### src/rtl/ffe_pkg.sv
// shared types, constants and helper functions for the framebuffer fill engine
`timescale 1ns / 1ps

package ffe_pkg;

    // field and register widths
    localparam int DIM_W      = 9;
    localparam int COORD_W    = 16;
    localparam int CHAN_W     = 8;
    localparam int PIXEL_W    = 4 * CHAN_W;
    localparam int APB_ADDR_W = 3;
    localparam int APB_DATA_W = 32;

    // geometry defaults
    localparam int DEF_MAX_WIDTH  = 256;
    localparam int DEF_MAX_HEIGHT = 256;
    localparam int DIM_RESET      = 256;

    // command queue between front and back
    localparam int QUEUE_DEPTH = 4;

    // operation codes on the input channel
    typedef enum logic [1:0] {
        OP_WRITE = 2'd0,
        OP_FILL  = 2'd1,
        OP_CLEAR = 2'd2,
        OP_READ  = 2'd3
    } op_t;

    // configuration register index
    typedef enum logic {
        REG_ACTIVE_WIDTH  = 1'b0,
        REG_ACTIVE_HEIGHT = 1'b1
    } reg_idx_t;

    // work kinds handed to the back end
    typedef enum logic [1:0] {
        CMD_NONE = 2'd0,
        CMD_FILL = 2'd1,
        CMD_READ = 2'd2
    } cmd_kind_t;

    // classified command: a half-open span to fill, or one pixel to read
    typedef struct packed {
        cmd_kind_t            kind;
        logic                 in_range;
        logic [DIM_W-1:0]     x0;
        logic [DIM_W-1:0]     x1;
        logic [DIM_W-1:0]     y0;
        logic [DIM_W-1:0]     y1;
        logic [PIXEL_W-1:0]   colour;
    } cmd_t;

    // back end sequencer states
    typedef enum logic [2:0] {
        ST_CLEAR,
        ST_IDLE,
        ST_SETUP,
        ST_FILL,
        ST_READ,
        ST_RESULT
    } back_state_t;

    // dimension register write: zero reads as one, saturate at the maximum
    function automatic logic [DIM_W-1:0] dim_clamp(input logic [DIM_W-1:0] v,
                                                    input int unsigned      maxv);
        logic [DIM_W-1:0] r;
        if (v == '0)
            r = DIM_W'(1);
        else if (32'(v) > maxv)
            r = DIM_W'(maxv);
        else
            r = v;
        return r;
    endfunction

    // clamp a signed coordinate to 0..lim
    function automatic logic [DIM_W-1:0] clip_coord(input logic signed [COORD_W-1:0] v,
                                                     input logic [DIM_W-1:0]          lim);
        logic signed [COORD_W:0] v_ext;
        logic signed [COORD_W:0] lim_ext;
        logic [DIM_W-1:0]        r;
        v_ext   = {v[COORD_W-1], v};
        lim_ext = {{(COORD_W+1-DIM_W){1'b0}}, lim};
        if (v_ext > lim_ext)
            r = lim;
        else if (v[COORD_W-1])
            r = '0;
        else
            r = v[DIM_W-1:0];
        return r;
    endfunction

    // position lies inside the active area
    function automatic logic pos_inside(input logic signed [COORD_W-1:0] x,
                                        input logic signed [COORD_W-1:0] y,
                                        input logic [DIM_W-1:0]          w,
                                        input logic [DIM_W-1:0]          h);
        logic [COORD_W-1:0] xu;
        logic [COORD_W-1:0] yu;
        xu = x;
        yu = y;
        return !x[COORD_W-1] && !y[COORD_W-1] &&
               (xu < COORD_W'(w)) && (yu < COORD_W'(h));
    endfunction

endpackage

### src/rtl/ffe_queue.sv
// short command queue between the front end and the back end
`timescale 1ns / 1ps

module ffe_queue
    import ffe_pkg::*;
(
    input  logic clk,
    input  logic rst_n,
    input  logic push_valid,
    output logic push_ready,
    input  cmd_t push_cmd,
    output logic pop_valid,
    input  logic pop,
    output cmd_t pop_cmd
);

    localparam int PTR_W = $clog2(QUEUE_DEPTH);
    localparam int CNT_W = $clog2(QUEUE_DEPTH + 1);

    cmd_t             entry_mem [QUEUE_DEPTH];
    logic [PTR_W-1:0] wr_ptr_reg;
    logic [PTR_W-1:0] rd_ptr_reg;
    logic [CNT_W-1:0] count_reg;
    logic [CNT_W-1:0] count_next;
    logic             push_fire;
    logic             pop_fire;

    assign push_ready = (count_reg != CNT_W'(QUEUE_DEPTH));
    assign pop_valid  = (count_reg != '0);
    assign push_fire  = push_valid && push_ready;
    assign pop_fire   = pop && pop_valid;
    assign pop_cmd    = entry_mem[rd_ptr_reg];

    // occupancy
    always_comb
    begin
        case ({push_fire, pop_fire})
            2'b10:   count_next = count_reg + CNT_W'(1);
            2'b01:   count_next = count_reg - CNT_W'(1);
            default: count_next = count_reg;
        endcase
    end

    always_ff @(posedge clk or negedge rst_n)
    begin
        if (!rst_n)
        begin
            wr_ptr_reg <= '0;
            rd_ptr_reg <= '0;
            count_reg  <= '0;
        end
        else
        begin
            if (push_fire)
                wr_ptr_reg <= (wr_ptr_reg == PTR_W'(QUEUE_DEPTH - 1)) ? '0
                                                                       : wr_ptr_reg + PTR_W'(1);
            if (pop_fire)
                rd_ptr_reg <= (rd_ptr_reg == PTR_W'(QUEUE_DEPTH - 1)) ? '0
                                                                       : rd_ptr_reg + PTR_W'(1);
            count_reg <= count_next;
        end
    end

    // entry storage
    always_ff @(posedge clk)
    begin
        if (push_fire)
            entry_mem[wr_ptr_reg] <= push_cmd;
    end

endmodule

### config.mk
export PLATFORM = sky130hd
export DESIGN_NAME = ffe_queue
export DESIGN_NICKNAME = d
export VERILOG_FILES = /design/src/rtl/ffe_pkg.sv /design/src/rtl/ffe_queue.sv
export SDC_FILE = /design/constraint.sdc
export NUM_CORES = 1
export LEC_CHECK = 0
export ABC_AREA = 1
export BUFFER_PORTS_ARGS = -buffer_cell sky130_fd_sc_hd__buf_2
export CAP_MARGIN = 0
export CORE_ASPECT_RATIO = 0.6
export CORE_MARGIN = 2
export CORE_UTILIZATION = 30
export DETAILED_ROUTE_END_ITERATION = 10
export GPL_ROUTABILITY_DRIVEN = 0
export PLACE_DENSITY_LB_ADDON = 0.1
export SYNTH_ARGS = -nofsm -noshare
export SYNTH_HDL_FRONTEND = slang
export SYNTH_SLANG_ARGS = --single-unit
export TNS_END_PERCENT = 50
### constraint.sdc
create_clock -name clk -period 7.2 [get_ports clk]
set_input_delay 0.36 -clock clk [delete_from_list [all_inputs] [get_ports clk]]
set_output_delay 0.36 -clock clk [all_outputs]
set_load 0.01 [all_outputs]
==> flow_metrics.py <==
metrics = {
    "outcome": {
        "result_of_the_run": "complete, no violations",
    },
    "sta": {
        "rsz0062_at_grt": "no",
        "finalSetupViolations": 0,
        "timing_worst_slew_pin_value_ns": 0.997,
        "worst_hold_slack_ns": 0.0227,
        "max-slew-margin-rel_pct": 33.5,
        "final_number_of_max_transition_violations": 0,
        "fin_tns_setup_ns": 0,
        "final_min_period_over_clock_period_pct": 47.9,
        "fin_skew_ns": 0.0144,
        "worst_setup_slack_final_ns": 3.75,
        "hold_violations": 0,
        "timing.fmax_mhz": 290,
        "min_tclk_post_route_ns": 3.45,
    },
    "synth": {
        "synthCells": 887,
        "yosys.cell_types.count": 18,
        "synth_edf_count": 284,
        "post_synth_main_area_contributors": "sky130_fd_sc_hd__edfxtp_1 (70%), sky130_fd_sc_hd__o211ai_2 (7.3%), sky130_fd_sc_hd__nand2_1 (7.0%)",
        "synth_largest_area_cell": "sky130_fd_sc_hd__edfxtp_1",
        "ys_seq_area_share_pct": 71.6,
        "yosysMostFrequentCell": "sky130_fd_sc_hd__edfxtp_1",
        "synth.cells.most_frequent": "sky130_fd_sc_hd__edfxtp_1 (284), sky130_fd_sc_hd__nand2_1 (228), sky130_fd_sc_hd__inv_1 (152)",
        "synth_top_area_share_pct": 70.2,
        "synthFlopType": "sky130_fd_sc_hd__edfxtp_1",
        "postSynthAreaPerCell_um2": 13.7,
        "synth_fp_nets": 969,
        "ys_seq_elements": 291,
        "yosysWarnings": 0,
        "synth-async-reset-ratio_pct": 2.41,
        "synthesis.area_um2": 12200,
    },
    "power_and_ir_drop": {
        "ir_drop_mv": 0.178,
        "p_leak_nw": 5.70,
        "report.power.total_mw": 5.75,
        "p_per_area_nw_per_um2": 395,
    },
    "placed_design": {
        "port-buffer-count": 147,
        "detailedPlacementHpwl_um": 15000,
        "post-place-cells": 1526,
        "dp_worst_setup_slack_ns": 4.26,
    },
    "worst_hold_path": {
        "hp-class": "input port to flop",
        "worst_hold_startpoint": "push_cmd[29]",
    },
    "grt": {
        "number_of_antenna_violations_at_the_first_check_in_global_routing": 1,
        "maximum_number_of_pins_on_one_net_before_global_route_repair": 129,
        "grt.total_usage_pct": 12.6,
        "grt-ovfl-total": 0,
        "grt_pass1_wl_um": 41500,
        "vias_in_the_first_global_route": 6704,
    },
    "cts": {
        "cts_repair_resize_count": 0,
        "path_clk_slew_ns": 0.06,
        "cts.root.buffer_cell": "sky130_fd_sc_hd__clkbuf_16",
        "clock_path_buffers": 3,
        "tritoncts": "built",
        "clock_h_tree_levels": 1,
        "post-cts-setup-buffer-count": 0,
        "clock_sinks": 291,
        "clk_latency_ns": 0.56,
        "cts_inserted_buffers": 30,
    },
    "setup_path": {
        "r2r_start": "count_reg[0]",
        "crit_required_ns": 6.84,
        "cp-startpoint": "rd_ptr_reg[0]",
        "crit_path_max_fanout": 84,
        "setup.worst_path.class": "flop to primary output",
        "arrival_ns": 3.09,
        "timing.critical_path.from_type": "flop",
        "end_kind": "primary output",
    },
    "layout": {
        "area.growth.synth_to_final_pct": 19.9,
        "multi_input_area_um2": 2480,
        "fillerInstances": 3979,
        "nets": 1151,
        "largest_register_ff_count": 284,
        "fin_cells": 1625,
        "sequential_cell_area_um2": 8710,
        "drive_gt1_share_pct": 25.3,
    },
    "floorplanning": {
        "rows": 57,
        "fp.coreArea_um2": 40200,
        "floorplan.die.width_um": 264,
        "die_span_in_y_um": 160,
        "initial_core_utilization_pct": 30.2,
        "design.die.area_um2": 42200,
        "pin_count": 148,
    },
    "drt": {
        "starting_drt_drc_count": 409,
        "total_via_count_in_the_routed_design": 6749,
        "post_drt_wl_per_cell_um": 16.3,
        "drt.antenna.violating_nets": 0,
        "detail_route.vias_per_cell": 4.15,
        "totalWireLength_um": 26500,
        "drc": 0,
        "first_pass_iters": 4,
    },
    "run": {
        "max_cap_violations": 0,
    },
}
[cells in the final DEF (no fill, tap or decap), types with 5 or more instances in the layout]
cell type	instances
sky130_fd_sc_hd__clkbuf_16	31
sky130_fd_sc_hd__edfxtp_1	284
sky130_fd_sc_hd__nand3_1	7
sky130_fd_sc_hd__inv_1	152
sky130_fd_sc_hd__ha_1	6
sky130_fd_sc_hd__dfrtp_1	5
sky130_fd_sc_hd__buf_2	147
sky130_fd_sc_hd__nand2_1	228
sky130_fd_sc_hd__clkbuf_1	11
sky130_fd_sc_hd__o211ai_2	71
sky130_fd_sc_hd__buf_4	7
sky130_fd_sc_hd__o211ai_1	71
sky130_fd_sc_hd__clkinv_2	7
sky130_fd_sc_hd__dlygate4sd3_1	42
[logic make-up (layout without fill, tap and decap cells)]
family | Yosys count | in the layout | synth area share [%]
buffers and inverters | 203 | 409 | 8.24
adder cells (fa/ha/maj) | 7 | 7 | 0.782
other | 0 | 1 | 0
XOR/XNOR | 1 | 1 | 0.0721
AND/OR/NAND/NOR | 242 | 242 | 7.57
AO/OA/AOI/OAI | 143 | 143 | 11.7
flip-flops | 291 | 291 | 71.6
[area by class of cell]
class	count	area share (%)
Inverter	156	4.03
Clock buffer	42	5.61
Timing Repair Buffer	197	8.43
Sequential cell	291	59.8
Tap cell	531	4.56
Multi-Input combinational cell	393	17.0
Antenna cell	1	0.0172
Clock inverter	14	0.541
[through the flow]
step	utilization, %	area [µm²]
floorplan	-	12200
global route	36.2	14600
finish	36.2	14600
CTS	36.2	14600
detailed placement	32.9	13300
global placement	32.9	13300
[what timing repair did]
| item | in CTS | in global routing |
|---|---|---|
| endpoints found under the hold margin | 155 | 0 |
| setup endpoints to repair | 0 | 0 |
| hold buffers | 42 | 0 |
[final timing paths]
path                                          to  slack [ns]  cells after the start
max in group asynchronous          rd_ptr_reg[1]        6.84                      2
worst min register to register      count_reg[0]        0.50                      1
worst min-delay path            entry_mem[1][29]        0.02                      1
worst max register to register  entry_mem[2][65]        4.39                      5
min in group asynchronous          wr_ptr_reg[1]        0.17                      2
worst max-delay path                 pop_cmd[15]        3.75                      5
[worst max-delay path, stage by stage (launching register included)]
cell	delay, ns
sky130_fd_sc_hd__dfrtp_4	1.02
sky130_fd_sc_hd__buf_4	0.84
sky130_fd_sc_hd__nand2_1	0.19
sky130_fd_sc_hd__o211ai_1	0.15
sky130_fd_sc_hd__nand2_1	0.09
sky130_fd_sc_hd__buf_2	0.15
[power breakdown]
part | leakage, nW | internal (mW) | switching (mW) | total (mW)
combinational | 2.58 | 0.646 | 1.24 | 1.89
clock | 0.437 | 0.792 | 0.645 | 1.44
sequential | 2.68 | 2.23 | 0.197 | 2.43
[routing by layer]
layer  part of all wire [%]  GRT usage [%]
met1                     50           18.5
met2                     44           19.1
met3                    4.7           3.15
met4                    1.7           2.40
met5                      0              0
Note: power is estimated with default switching activity, not from simulation.
