--- src/rtl/ffe_pkg.sv ---
// shared types, constants and helper functions for the framebuffer fill engine
`timescale 1ns / 1ps

package ffe_pkg;

    // field and register widths
    localparam int DIM_W      = 9;
    localparam int COORD_W    = 16;
    localparam int CHAN_W     = 8;
    localparam int PIXEL_W    = 4 * CHAN_W;
    localparam int APB_ADDR_W = 3;
    localparam int APB_DATA_W = 32;

    // geometry defaults
    localparam int DEF_MAX_WIDTH  = 256;
    localparam int DEF_MAX_HEIGHT = 256;
    localparam int DIM_RESET      = 256;

    // command queue between front and back
    localparam int QUEUE_DEPTH = 4;

    // operation codes on the input channel
    typedef enum logic [1:0] {
        OP_WRITE = 2'd0,
        OP_FILL  = 2'd1,
        OP_CLEAR = 2'd2,
        OP_READ  = 2'd3
    } op_t;

    // configuration register index
    typedef enum logic {
        REG_ACTIVE_WIDTH  = 1'b0,
        REG_ACTIVE_HEIGHT = 1'b1
    } reg_idx_t;

    // work kinds handed to the back end
    typedef enum logic [1:0] {
        CMD_NONE = 2'd0,
        CMD_FILL = 2'd1,
        CMD_READ = 2'd2
    } cmd_kind_t;

    // classified command: a half-open span to fill, or one pixel to read
    typedef struct packed {
        cmd_kind_t            kind;
        logic                 in_range;
        logic [DIM_W-1:0]     x0;
        logic [DIM_W-1:0]     x1;
        logic [DIM_W-1:0]     y0;
        logic [DIM_W-1:0]     y1;
        logic [PIXEL_W-1:0]   colour;
    } cmd_t;

    // back end sequencer states
    typedef enum logic [2:0] {
        ST_CLEAR,
        ST_IDLE,
        ST_SETUP,
        ST_FILL,
        ST_READ,
        ST_RESULT
    } back_state_t;

    // dimension register write: zero reads as one, saturate at the maximum
    function automatic logic [DIM_W-1:0] dim_clamp(input logic [DIM_W-1:0] v,
                                                    input int unsigned      maxv);
        logic [DIM_W-1:0] r;
        if (v == '0)
            r = DIM_W'(1);
        else if (32'(v) > maxv)
            r = DIM_W'(maxv);
        else
            r = v;
        return r;
    endfunction

    // clamp a signed coordinate to 0..lim
    function automatic logic [DIM_W-1:0] clip_coord(input logic signed [COORD_W-1:0] v,
                                                     input logic [DIM_W-1:0]          lim);
        logic signed [COORD_W:0] v_ext;
        logic signed [COORD_W:0] lim_ext;
        logic [DIM_W-1:0]        r;
        v_ext   = {v[COORD_W-1], v};
        lim_ext = {{(COORD_W+1-DIM_W){1'b0}}, lim};
        if (v_ext > lim_ext)
            r = lim;
        else if (v[COORD_W-1])
            r = '0;
        else
            r = v[DIM_W-1:0];
        return r;
    endfunction

    // position lies inside the active area
    function automatic logic pos_inside(input logic signed [COORD_W-1:0] x,
                                        input logic signed [COORD_W-1:0] y,
                                        input logic [DIM_W-1:0]          w,
                                        input logic [DIM_W-1:0]          h);
        logic [COORD_W-1:0] xu;
        logic [COORD_W-1:0] yu;
        xu = x;
        yu = y;
        return !x[COORD_W-1] && !y[COORD_W-1] &&
               (xu < COORD_W'(w)) && (yu < COORD_W'(h));
    endfunction

endpackage

--- src/rtl/ffe_front.sv ---
// front end: takes input transactions and turns them into fill spans or reads
`timescale 1ns / 1ps

module ffe_front
    import ffe_pkg::*;
(
    input  logic                      clk,
    input  logic                      rst_n,
    input  logic [DIM_W-1:0]          active_width,
    input  logic [DIM_W-1:0]          active_height,
    input  logic                      accept_en,
    input  logic                      in_valid,
    output logic                      in_ready,
    input  logic [1:0]                operation,
    input  logic signed [COORD_W-1:0] x_first,
    input  logic signed [COORD_W-1:0] y_first,
    input  logic signed [COORD_W-1:0] x_second,
    input  logic signed [COORD_W-1:0] y_second,
    input  logic [CHAN_W-1:0]         red_in,
    input  logic [CHAN_W-1:0]         green_in,
    input  logic [CHAN_W-1:0]         blue_in,
    input  logic [CHAN_W-1:0]         alpha_in,
    output logic                      push_valid,
    input  logic                      push_ready,
    output cmd_t                      push_cmd
);

    logic                      hold_valid_reg;
    logic                      hold_valid_next;
    op_t                       op_reg;
    logic signed [COORD_W-1:0] xa_reg;
    logic signed [COORD_W-1:0] ya_reg;
    logic signed [COORD_W-1:0] xb_reg;
    logic signed [COORD_W-1:0] yb_reg;
    logic [PIXEL_W-1:0]        colour_reg;
    logic                      in_fire;

    logic                      corners_equal;
    logic                      first_inside;
    logic signed [COORD_W-1:0] lo_x;
    logic signed [COORD_W-1:0] hi_x;
    logic signed [COORD_W-1:0] lo_y;
    logic signed [COORD_W-1:0] hi_y;
    logic [DIM_W-1:0]          cx0;
    logic [DIM_W-1:0]          cx1;
    logic [DIM_W-1:0]          cy0;
    logic [DIM_W-1:0]          cy1;

    // one holding stage, refilled in the cycle it drains
    assign in_ready        = accept_en && (!hold_valid_reg || push_ready);
    assign in_fire         = in_valid && in_ready;
    assign push_valid      = hold_valid_reg;

    always_comb
    begin
        if (in_fire)
            hold_valid_next = 1'b1;
        else if (push_ready)
            hold_valid_next = 1'b0;
        else
            hold_valid_next = hold_valid_reg;
    end

    always_ff @(posedge clk or negedge rst_n)
    begin
        if (!rst_n)
            hold_valid_reg <= 1'b0;
        else
            hold_valid_reg <= hold_valid_next;
    end

    // captured transaction
    always_ff @(posedge clk)
    begin
        if (in_fire)
        begin
            op_reg     <= op_t'(operation);
            xa_reg     <= x_first;
            ya_reg     <= y_first;
            xb_reg     <= x_second;
            yb_reg     <= y_second;
            colour_reg <= {alpha_in, blue_in, green_in, red_in};
        end
    end

    // corner ordering and clipping
    assign corners_equal = (xa_reg == xb_reg) && (ya_reg == yb_reg);
    assign first_inside  = pos_inside(xa_reg, ya_reg, active_width, active_height);
    assign lo_x          = (xa_reg < xb_reg) ? xa_reg : xb_reg;
    assign hi_x          = (xa_reg > xb_reg) ? xa_reg : xb_reg;
    assign lo_y          = (ya_reg < yb_reg) ? ya_reg : yb_reg;
    assign hi_y          = (ya_reg > yb_reg) ? ya_reg : yb_reg;
    assign cx0           = clip_coord(lo_x, active_width);
    assign cx1           = clip_coord(hi_x, active_width);
    assign cy0           = clip_coord(lo_y, active_height);
    assign cy1           = clip_coord(hi_y, active_height);

    // classification into a span, a read or nothing
    always_comb
    begin
        push_cmd        = '0;
        push_cmd.kind   = CMD_NONE;
        push_cmd.colour = colour_reg;
        unique case (op_reg)
            OP_WRITE:
            begin
                if (first_inside)
                begin
                    push_cmd.kind     = CMD_FILL;
                    push_cmd.in_range = 1'b1;
                    push_cmd.x0       = xa_reg[DIM_W-1:0];
                    push_cmd.x1       = xa_reg[DIM_W-1:0] + DIM_W'(1);
                    push_cmd.y0       = ya_reg[DIM_W-1:0];
                    push_cmd.y1       = ya_reg[DIM_W-1:0] + DIM_W'(1);
                end
            end
            OP_FILL:
            begin
                if (corners_equal)
                begin
                    if (first_inside)
                    begin
                        push_cmd.kind = CMD_FILL;
                        push_cmd.x0   = xa_reg[DIM_W-1:0];
                        push_cmd.x1   = xa_reg[DIM_W-1:0] + DIM_W'(1);
                        push_cmd.y0   = ya_reg[DIM_W-1:0];
                        push_cmd.y1   = ya_reg[DIM_W-1:0] + DIM_W'(1);
                    end
                end
                else if ((cx0 < cx1) && (cy0 < cy1))
                begin
                    push_cmd.kind = CMD_FILL;
                    push_cmd.x0   = cx0;
                    push_cmd.x1   = cx1;
                    push_cmd.y0   = cy0;
                    push_cmd.y1   = cy1;
                end
            end
            OP_CLEAR:
            begin
                push_cmd.kind = CMD_FILL;
                push_cmd.x0   = '0;
                push_cmd.x1   = active_width;
                push_cmd.y0   = '0;
                push_cmd.y1   = active_height;
            end
            OP_READ:
            begin
                if (first_inside)
                begin
                    push_cmd.kind     = CMD_READ;
                    push_cmd.in_range = 1'b1;
                    push_cmd.x0       = xa_reg[DIM_W-1:0];
                    push_cmd.y0       = ya_reg[DIM_W-1:0];
                end
            end
            default:
            begin
                push_cmd.kind = CMD_NONE;
            end
        endcase
    end

endmodule

--- config.mk ---
export PLATFORM = sky130hd
export DESIGN_NAME = ffe_front
export DESIGN_NICKNAME = d
export VERILOG_FILES = /design/src/rtl/ffe_pkg.sv /design/src/rtl/ffe_front.sv
export SDC_FILE = /design/constraint.sdc
export NUM_CORES = 1
export LEC_CHECK = 0
export ABC_AREA = 0
export BUFFER_PORTS_ARGS = -buffer_cell sky130_fd_sc_hd__buf_4
export CORE_UTILIZATION = 35
export DETAILED_ROUTE_END_ITERATION = 6
export GPL_TIMING_DRIVEN = 0
export PLACE_DENSITY = 0.62
export SLEW_MARGIN = 20
export SYNTH_ARGS = -nofsm -noshare
export SYNTH_HDL_FRONTEND = slang
export SYNTH_SLANG_ARGS = --single-unit
--- constraint.sdc ---
create_clock -name clk -period 8.3 [get_ports clk]
set_clock_uncertainty 0.15 [all_clocks]
set_input_delay 0.83 -clock clk [delete_from_list [all_inputs] [get_ports clk]]
set_output_delay 0.83 -clock clk [all_outputs]
set_load 0.02 [all_outputs]
==> flow_summary.rst <==
.. list-table::
   :header-rows: 1

   * - Metric
     - Value
   * - Diode insertion count for antenna repair
     - 0
   * - Fmax
     - between 100 and 150 MHz
   * - Switching fraction of total power
     - between 30% and 40%
   * - Clock-pin transition on the worst setup and hold timing paths
     - 0.08 ns
   * - Clk buf depth
     - 2
   * - CP arrival
     - between 7 and 8 ns
   * - Detail-routed net length per standard cell
     - 18.94 um
   * - Flip-flop count of the largest register after layout
     - 32
   * - Yosys warnings
     - 0
   * - Largest voltage drop on the vdd net
     - between 0.00008 and 0.00009 V
   * - Crit path buffers/inverters
     - 3
   * - Main combinational cell family by area after synthesis
     - compound AO/OA/AOI/OAI gates
   * - Global routing usage summed across all routing layers
     - roughly a fifth
   * - Internal Power
     - between 0.0009 and 0.001 W
   * - Avg Vias per Cell
     - about 5.5
   * - Combinational group share of total power
     - a little under 30%
   * - Final standard cell utilization of the core
     - 47.46%
   * - H-tree levels
     - 3
   * - Post-synth EDFFs
     - 98
   * - Sequential element share of the synthesized area
     - between 30% and 40%
   * - Power spent charging and discharging nets
     - roughly 0.00048 W
   * - Share of flip-flops with an asynchronous set or reset after synthesis
     - between 1 and 1.5%
   * - Final WS setup
     - ~0.26 ns
   * - Mux cell area share after synthesis
     - 6.611%
   * - Avg Inst Size Synth
     - 9.966 um^2
   * - Worst path required time
     - around 7.3 ns
   * - Hold bufs inserted after CTS
     - 0
   * - Area growth syn-to-layout
     - 33.27%
   * - Leading cell types by count after synthesis
     - 107 x sky130_fd_sc_hd__ha_1, 98 x sky130_fd_sc_hd__edfxtp_1, 82 x sky130_fd_sc_hd__nand2_1
   * - Number of pins exceeding their max-slew limit in the final report
     - 0
   * - Post-synth top area cell
     - sky130_fd_sc_hd__edfxtp_1
   * - Via count of the first global-routing pass
     - between 7000 and 8000
   * - Maximum Capacitance Violations
     - 0
   * - Top cell family by delay on the critical path
     - compound AO/OA/AOI/OAI gates
   * - Remaining Overflow, GRT
     - 0
   * - Clock latency reported for the late side of the worst-skew pair
     - around 0.35 ns
   * - Clk sinks
     - between 90 and 100
   * - Type of origin of the critical path
     - flop
   * - Combined area of the multi-input logic cells
     - between 4000 and 5000 um^2
   * - Filler Cells Inserted
     - approximately 2100
   * - Instance count of the mapped netlist
     - roughly 800
   * - Number of antenna violations at the first check in global routing
     - 0
   * - Top cells by area, synth
     - sky130_fd_sc_hd__edfxtp_1 36%, sky130_fd_sc_hd__ha_1 17%, sky130_fd_sc_hd__nand2_1 3.8%
   * - Critical path peak fanout
     - 10
   * - Total iterations of the first detailed-routing run
     - 5
   * - Number of distinct library cell variants in the gate-level netlist after synthesis
     - between 70 and 80
   * - Power Dens Cells
     - 136.2 nW/um^2
   * - Placed cells
     - about 1300
   * - Cell Area, Synth
     - slightly above 8000 um^2
   * - DIE WIDTH
     - ~150 um
   * - Antenna-violating nets left
     - 0
   * - Number of design rule violations left after detail routing
     - 0
   * - Number of buffer cells added on primary ports
     - ~190
   * - Final cell count without fillers
     - 1337
   * - Leading register cell type out of synthesis
     - sky130_fd_sc_hd__edfxtp_1
   * - Type of the worst setup path
     - reg -> out
   * - DPL Wire Length
     - 20010 um
   * - Std-Cell Rows
     - 55
   * - Gpl congestion
     - 0.9656
   * - Simple-Gate Fraction of Synth Area
     - 15.41%
   * - Adder-cell share of the synthesized area
     - 16.60%
   * - Result of the run
     - completed
   * - Clock period minus final worst setup slack
     - 8.042 ns
   * - Via count
     - between 7000 and 8000
   * - Endpoints failing hold
     - 0
   * - Register bit count reported by yosys
     - 99
   * - First-pass GRT wire length
     - slightly below 40000 um
   * - Slowest cell on the critical path
     - sky130_fd_sc_hd__edfxtp_1
   * - Net Count, Synth
     - around 1000
   * - Effective utilization at floorplan
     - 35.61%
   * - Setup crit end kind
     - output port
   * - Post-layout net count
     - roughly 1300
   * - Area fraction of the dominant cell type after synthesis
     - a little over a third
   * - Final setup violation count
     - 0
   * - Area taken by flip-flops and latches
     - 2968 um^2
   * - Share of the clock period used by the worst path after layout
     - a little over nine tenths
   * - Compound-cell area share of the yosys netlist
     - approximately 18%
   * - Maximum number of pins on one net before global-route repair
     - 51
   * - CTS tree
     - yes
   * - Fraction of power consumed by sequential logic
     - around two fifths
   * - Initial DRC count
     - about 580
   * - Total detailed-routing wirelength
     - ~25000 um
   * - Die height
     - approximately 150 um
   * - Most frequently used cell type in the post-synthesis netlist
     - sky130_fd_sc_hd__ha_1
   * - Path type of the worst min-delay path
     - in -> async
   * - Place WS
     - -0.6173 ns
   * - Proportion of power drawn by the clock network
     - between 30% and 40%
   * - Number of buffers inserted during clock tree synthesis
     - 9
   * - Least-Margin Pin Slew
     - 1.021 ns
   * - Number of placed I/O pins
     - around 190
   * - Root cell of the clock tree
     - sky130_fd_sc_hd__clkbuf_16
   * - Static leakage
     - ~4.7 nW
   * - Rel. slew slack
     - a little under a third
   * - Crit path top cell by count
     - sky130_fd_sc_hd__nand2_1
   * - Fraction of layout cells with a size suffix above 1
     - roughly 33%
   * - Fraction of synthesized cell area in xor and xnor cells
     - about 1.5%
   * - Placeable core area
     - ~23000 um^2
   * - Total Die Area
     - roughly 24000 um^2
   * - Highest cell delay on the worst timing path
     - 0.47 ns
[layout make-up]
| class | count | share of cell area [%] |
|---|---|---|
| timing repair buffer | 227 | 16.20 |
| inverter | 65 | 2.317 |
| clock buffer | 9 | 2.096 |
| clock inverter | 7 | 0.7802 |
| tap | 285 | 3.319 |
| sequential | 99 | 27.62 |
| multi-input combinational | 619 | 45.59 |
| buffer | 26 | 2.084 |
[power groups by stage]
| stage | combinational (W) | clock [W] | sequential, W |
|---|---|---|---|
| after floorplan | 0.000232 | 0 | 0.000611 |
| after global placement | 0.000377 | 0 | 0.000610 |
| after detailed placement | 0.000384 | 0 | 0.000608 |
| after CTS | 0.000405 | 0.000455 | 0.000592 |
| after global routing | 0.000471 | 0.000472 | 0.000594 |
| final | 0.000432 | 0.000440 | 0.000592 |
[worst paths after layout]
path / slack [ns] / endpoint / depth (start not counted) / from
min in group clk: 0.36 / push_valid / 2 / push_valid
worst min-delay path: 0.08 / push_valid / 1 / rst_n
max in group asynchronous: 7.84 / push_valid / 1 / rst_n
worst max-delay path: 0.26 / push_cmd[36] / 28 / xa_reg[15]
worst max register to register: 6.40 / ya_reg[4] / 5 / push_valid
worst min register to register: 0.36 / push_valid / 2 / push_valid
[metrics by stage]
stage               hold WS (ns)  TNS (ns)  power (W)  cell area (um^2)
detailed placement        0.3427    -17.72  0.0009914              9901
finish                   0.08331         0   0.001464             10750
global placement          0.3404    -17.35  0.0009873              9868
floorplan                 0.3844         0  0.0008428              8063
CTS                      0.06884         0   0.001452             10450
global route             0.07226  -0.05252   0.001537             10750
[cells by family (layout without fill, tap and decap cells)]
logic type | after synthesis | in the layout
flops | 99 | 99
fa+ha+maj | 107 | 107
mux | 49 | 49
compound gates | 203 | 203
buf+inv | 91 | 334
simple gates | 246 | 246
xor+xnor | 14 | 14
[repair_timing]
item | CTS | global route
setup endpoints to repair | 37 | 37
setup buffers | 17 | 16
pin swaps | 5 | 10
gates resized for setup | 30 | 44
[layer usage]
| metal | wire [um] | part of all wire (%) | track usage [%] |
|---|---|---|---|
| met5 | 0 | 0 | 0 |
| met4 | 898 | 3.5 | 8.952 |
| met3 | 1997 | 7.9 | 5.045 |
| met2 | 11200 | 44 | 32.53 |
| met1 | 11230 | 44 | 28.47 |
[cell usage in the layout, fill, tap and decap left out, drive strengths merged, types with 6 or more instances in the layout]
cell type / Yosys / routed
xnor2: 13 / 13
and3: 8 / 8
nor3: 12 / 12
clkbuf: 17 / 22
ha: 107 / 107
mux2: 24 / 24
mux2i: 25 / 25
o21ai: 40 / 40
nand2: 82 / 82
nor2: 52 / 52
nor2b: 12 / 12
and2: 8 / 8
o211ai: 6 / 6
nand3: 22 / 22
inv: 65 / 71
a21oi: 51 / 51
a22oi: 20 / 20
nor4: 6 / 6
edfxtp: 98 / 98
nand2b: 10 / 10
buf: 9 / 240
nand4: 25 / 25
a21o: 14 / 14
o31ai: 27 / 27
o22ai: 9 / 9
Note: power is estimated with default switching activity, not from simulation.
